--- src/hw/rtl/shelf_best_fit_rect_packer_assert.svh ---
// Assertion macros for the shelf packer.
`ifndef SHELF_BEST_FIT_RECT_PACKER_ASSERT_SVH
`define SHELF_BEST_FIT_RECT_PACKER_ASSERT_SVH

// Implication checked at every clock edge outside reset.
`define SBP_ASSERT_IMP(label, ante, cons) \
  label: assert property (@(posedge clk_i) disable iff (!rst_ni) (ante) |-> (cons)) \
    else $error("shelf packer check failed");

// Next-cycle implication.
`define SBP_ASSERT_NEXT(label, ante, cons) \
  label: assert property (@(posedge clk_i) disable iff (!rst_ni) (ante) |=> (cons)) \
    else $error("shelf packer check failed");

`endif

--- src/hw/rtl/sbfrp_ram.sv ---
// Generic single-port-write, single-read RAM with registered read data.
module sbfrp_ram #(
  parameter int unsigned Width = 8,
  parameter int unsigned Depth = 16
) (
  input  logic                     clk_i,
  input  logic                     we_i,
  input  logic [$clog2(Depth)-1:0] waddr_i,
  input  logic [Width-1:0]         wdata_i,
  input  logic [$clog2(Depth)-1:0] raddr_i,
  output logic [Width-1:0]         rdata_o
);
  logic [Width-1:0] mem_q [Depth];

  always_ff @(posedge clk_i) begin
    if (we_i) mem_q[waddr_i] <= wdata_i;
    rdata_o <= mem_q[raddr_i];
  end
endmodule

--- config.mk ---
export PLATFORM = sky130hd
export DESIGN_NAME = sbfrp_ram
export DESIGN_NICKNAME = d
export VERILOG_FILES = /design/src/hw/rtl/shelf_best_fit_rect_packer_assert.svh /design/src/hw/rtl/sbfrp_ram.sv
export SDC_FILE = /design/constraint.sdc
export NUM_CORES = 1
export LEC_CHECK = 0
export BUFFER_PORTS_ARGS = -buffer_cell sky130_fd_sc_hd__buf_2
export CORE_MARGIN = 5
export CORE_UTILIZATION = 53
export CTS_CLUSTER_DIAMETER = 30
export CTS_CLUSTER_SIZE = 16
export DETAILED_ROUTE_END_ITERATION = 10
export GPL_TIMING_DRIVEN = 0
export PLACE_DENSITY = 0.69
export SETUP_SLACK_MARGIN = 0.05
export SLEW_MARGIN = 20
export SYNTH_ARGS = -nofsm -noshare
export SYNTH_HDL_FRONTEND = slang
export SYNTH_SLANG_ARGS = --single-unit
--- constraint.sdc ---
create_clock -name clk_i -period 1.96 [get_ports clk_i]
set_input_delay 0.196 -clock clk_i [delete_from_list [all_inputs] [get_ports clk_i]]
set_output_delay 0.196 -clock clk_i [all_outputs]
set_load 0.005 [all_outputs]
* After elaboration in Yosys (flattened, before gate mapping)
Memories as Yosys holds them, arrays and structs flattened. A register that Yosys moved wholly into a read port is not among the register bits. Index checks and enable logic that the tools add are counted.
Storage, ports and cells: bits in registers 0, RAM bits 128, input bits 18, output and inout port bits 8, memories 1
Memory list:
- mem_q | words 16, bits a word 8, read ports 1, clocked after Yosys merged registers in 1, wr ports 1, line sbfrp_ram.sv:13 | logic [Width-1:0] mem_q [Depth];
Operators by class: mux-type cells 2
Operators with widths (count):
- $mux W1 | 2

* Longest topological paths before layout
word-level depth 2, mapped depth 5, mapped depth without buffers 3

* Worst setup path before layout
Ideal clock, no wire load.
path kind input to register, from input waddr_i[2], to memory mem_q[0][0] (enable), setup time 383 ps, data arrival time 1306 ps, data required time 1577 ps, setup slack 271 ps, cell stages on the path 2, path through or3b_2 -> nor3_1
RTL lines:
- start: declaration | line sbfrp_ram.sv:8 | input logic [$clog2(Depth)-1:0] waddr_i,
- end: declaration | line sbfrp_ram.sv:13
No word-level cell before the write port.

==> summary.md <==
| Metric | Value |
|---|---|
| Final Skew | 0.00800 ns |
| H-tree lvl count | 4 |
| DRT met1 WL | 4.17 mm |
| Count of unique library cells instantiated by Yosys | 19 |
| DR vias/cell | 5.77 |
| # port buffers | 24 |
| Initial core utilization | 0.534 |
| Fin Setup TNS | 0 ns |
| CTS tree | done |
| CP bufs+invs | 0 |
| Ratio of cells with drive above 1 in the final layout | 0.312 |
| Ant. Diodes | 0 |
| Clock latency on the worst-skew pair | 0.53 ns |
| Metal3 WL | 682 µm |
| Initial antenna violation count | 0 |
| Crit-path leading delay family | multiplexers |
| Yosys warning count | 0 |
| Final ANT Viol Nets | 0 |
| Drt wl/cell | 23.4 µm |
| Clock-pin slew on the worst setup and hold paths | 0.06 ns |
| Worst Setup End Kind | register |
| Critical path cell sequence | mux4_1, a22oi_1, nand2_1 |
| WP data required | 2.36 ns |
| Min-delay worst type | input pin to register |
| Top Layer Used | met4 |
| Syn_nets | 247 |
| # IOs | 26 |
| Mean Syn Cell Area | 22.5 µm² |
| Leak | 0.00204 µW |
| Slew of the pin with the lowest slew margin | 0.831 ns |
| Fmax | 733 MHz |
| Post-synthesis sequential area ratio | 0.778 |
| Final max-slew violation count | 0 |
| Detailed placement HPWL | 6.18 mm |
| Post-synth top area cell | edfxtp_1 |
| Routed WL | 9.77 mm |
| Worst path slowest cell | mux4_1 |
| Initial DRT Pass Iterations | 7 |
| Max cap viols | 0 |
| Status | complete, no violations |
| Setup Buffers After CTS | 0 |
| Pwr/cell area | 1110 mW/mm² |
| Clk root buf | clkbuf_8 |
| Via count | 2,410 |
| Drt initial violations | 157 |
| Die ar. | 0.0118 mm² |
| CTS sink count | 136 |
| Total congestion overflow | 0 |
| Final Util | 0.627 |
| Worst path max stage delay | 0.52 ns |
| Hold buffers post-CTS | 0 |
| WS Path Type | register to register |
| Final hold violation count | 0 |
| VDD IR max | 0.645 mV |
| # resized after CTS | 0 |
| Final Cycle Share | 0.696 |
| Synth Register Bits | 136 |
| CTS Buf Count | 17 |
| CP startpoint kind | register |
| Area share of the largest cell type after synthesis | 0.747 |
| Total GRT Usage | 0.187 |
| Commonest non-fill, non-tap cell in the layout | edfxtp_1 |
| Most frequent cells in the layout | edfxtp_1 (128), buf_2 (27), mux4_2 (18) |
| Fin nets | 290 |
| Cell Area, Synth | 0.00515 mm² |
| Largest net degree at the start of global routing | 17 |
| RSZ-0062 raised after global routing | false |
| First-pass GRT wire length | 14.8 mm |
| Bufs on Longest Clock Path | 2 |
| Global placement routability congestion | 0.746 |
| Rel. slew slack | 0.444 |
| Die X | 109 µm |
| Finish-stage setup viols | 0 |
| Cells after Synth | 229 |
| Area delta synth->final | 17.5% |
| Synth top area cells | edfxtp_1 (75%), mux4_2 (7.9%), mux4_1 (7.1%), dfxtp_1 (3.1%), a22oi_1 (2.3%) |
| Crit path arrival time | 1.77 ns |
| Drc violations | 0 |
| Die Ht | 109 µm |
| Vias in the first global route | 2,509 |
| Crit-path max FO | 1 |
| Cell row count | 36 |
| Hold_ws | 0.0759 ns |
| Tmin final | 1.36 ns |
| WL met2 | 4.77 mm |
| Core area | 0.00964 mm² |
-- power by group --
group	internal [µW]	switching, µW	total [µW]	leakage (µW)
clock	1990	1150	3140	0.000293
combinational	129	179	308	0.000520
sequential	3250	14.9	3270	0.00122
total	5370	1340	6710	0.00204
-- synthesized netlist by cell type --
master / number
nor3_1: 4
buf_4: 1
nand3b_1: 2
a22oi_1: 16
and2_1: 1
and2b_1: 1
buf_6: 3
buf_2: 3
edfxtp_1: 128
dfxtp_1: 8
nand2_1: 9
or3b_2: 1
nand2b_1: 2
nor2_1: 13
clkdlybuf4s25_2: 3
nor2b_1: 1
nand3_1: 1
mux4_1: 14
mux4_2: 18
-- registers in the layout, indices dropped and copies added (netlist names) --
name     cells
rdata_o      8
mem_q      128
-- stage by stage --
stage | setup WS (ns) | std cells | instance area (µm²) | power (µW)
detailed placement | 0.0797 | 386 | 5450 | 3640
floorplan | 0.271 | 229 | 5150 | 3490
finish | 0.595 | 418 | 6050 | 6710
global placement | -0.266 | 386 | 5430 | 3620
CTS | 0.568 | 418 | 6050 | 6740
global route | 0.535 | 418 | 6050 | 6890
-- final timing paths --
kind	startpoint	to	slack, ns	depth (start not counted)
worst max-delay path	mem_q[6][0]	rdata_o[0]	0.60	3
worst max register to register	mem_q[6][0]	rdata_o[0]	0.60	3
worst min-delay path	wdata_i[2]	mem_q[14][2]	0.08	1
worst min register to register	mem_q[0][3]	rdata_o[3]	0.69	3
-- worst reg2reg max path: cells and delay by family, from the launching register on --
family             cells  cell delay [ns]
muxes                  1             0.52
DFF                    1             0.37
AOI/OAI and AO/OA      1             0.25
and+or+nand+nor        1             0.11
-- cell families after synthesis --
kind of cell    synth area share
compound gates            0.0233
buf+inv                   0.0168
flops                      0.778
mux                        0.150
simple gates              0.0318
-- cell type report --
cell class | count | area [µm²]
Sequential cell | 136 | 4000
Multi-Input combinational cell | 83 | 1080
Timing Repair Buffer | 24 | 120
Fill cell | 682 | 3590
Buffer | 10 | 86.3
Clock buffer | 19 | 442
Clock inverter | 13 | 153
Tap cell | 133 | 166
-- routing by layer --
metal,track usage,vias up
li1,-,1060
met2,0.289,96
met5,0,-
met1,0.251,1241
met3,0.0525,13
met4,0.0812,0
Note: power is estimated with default switching activity, not from simulation.
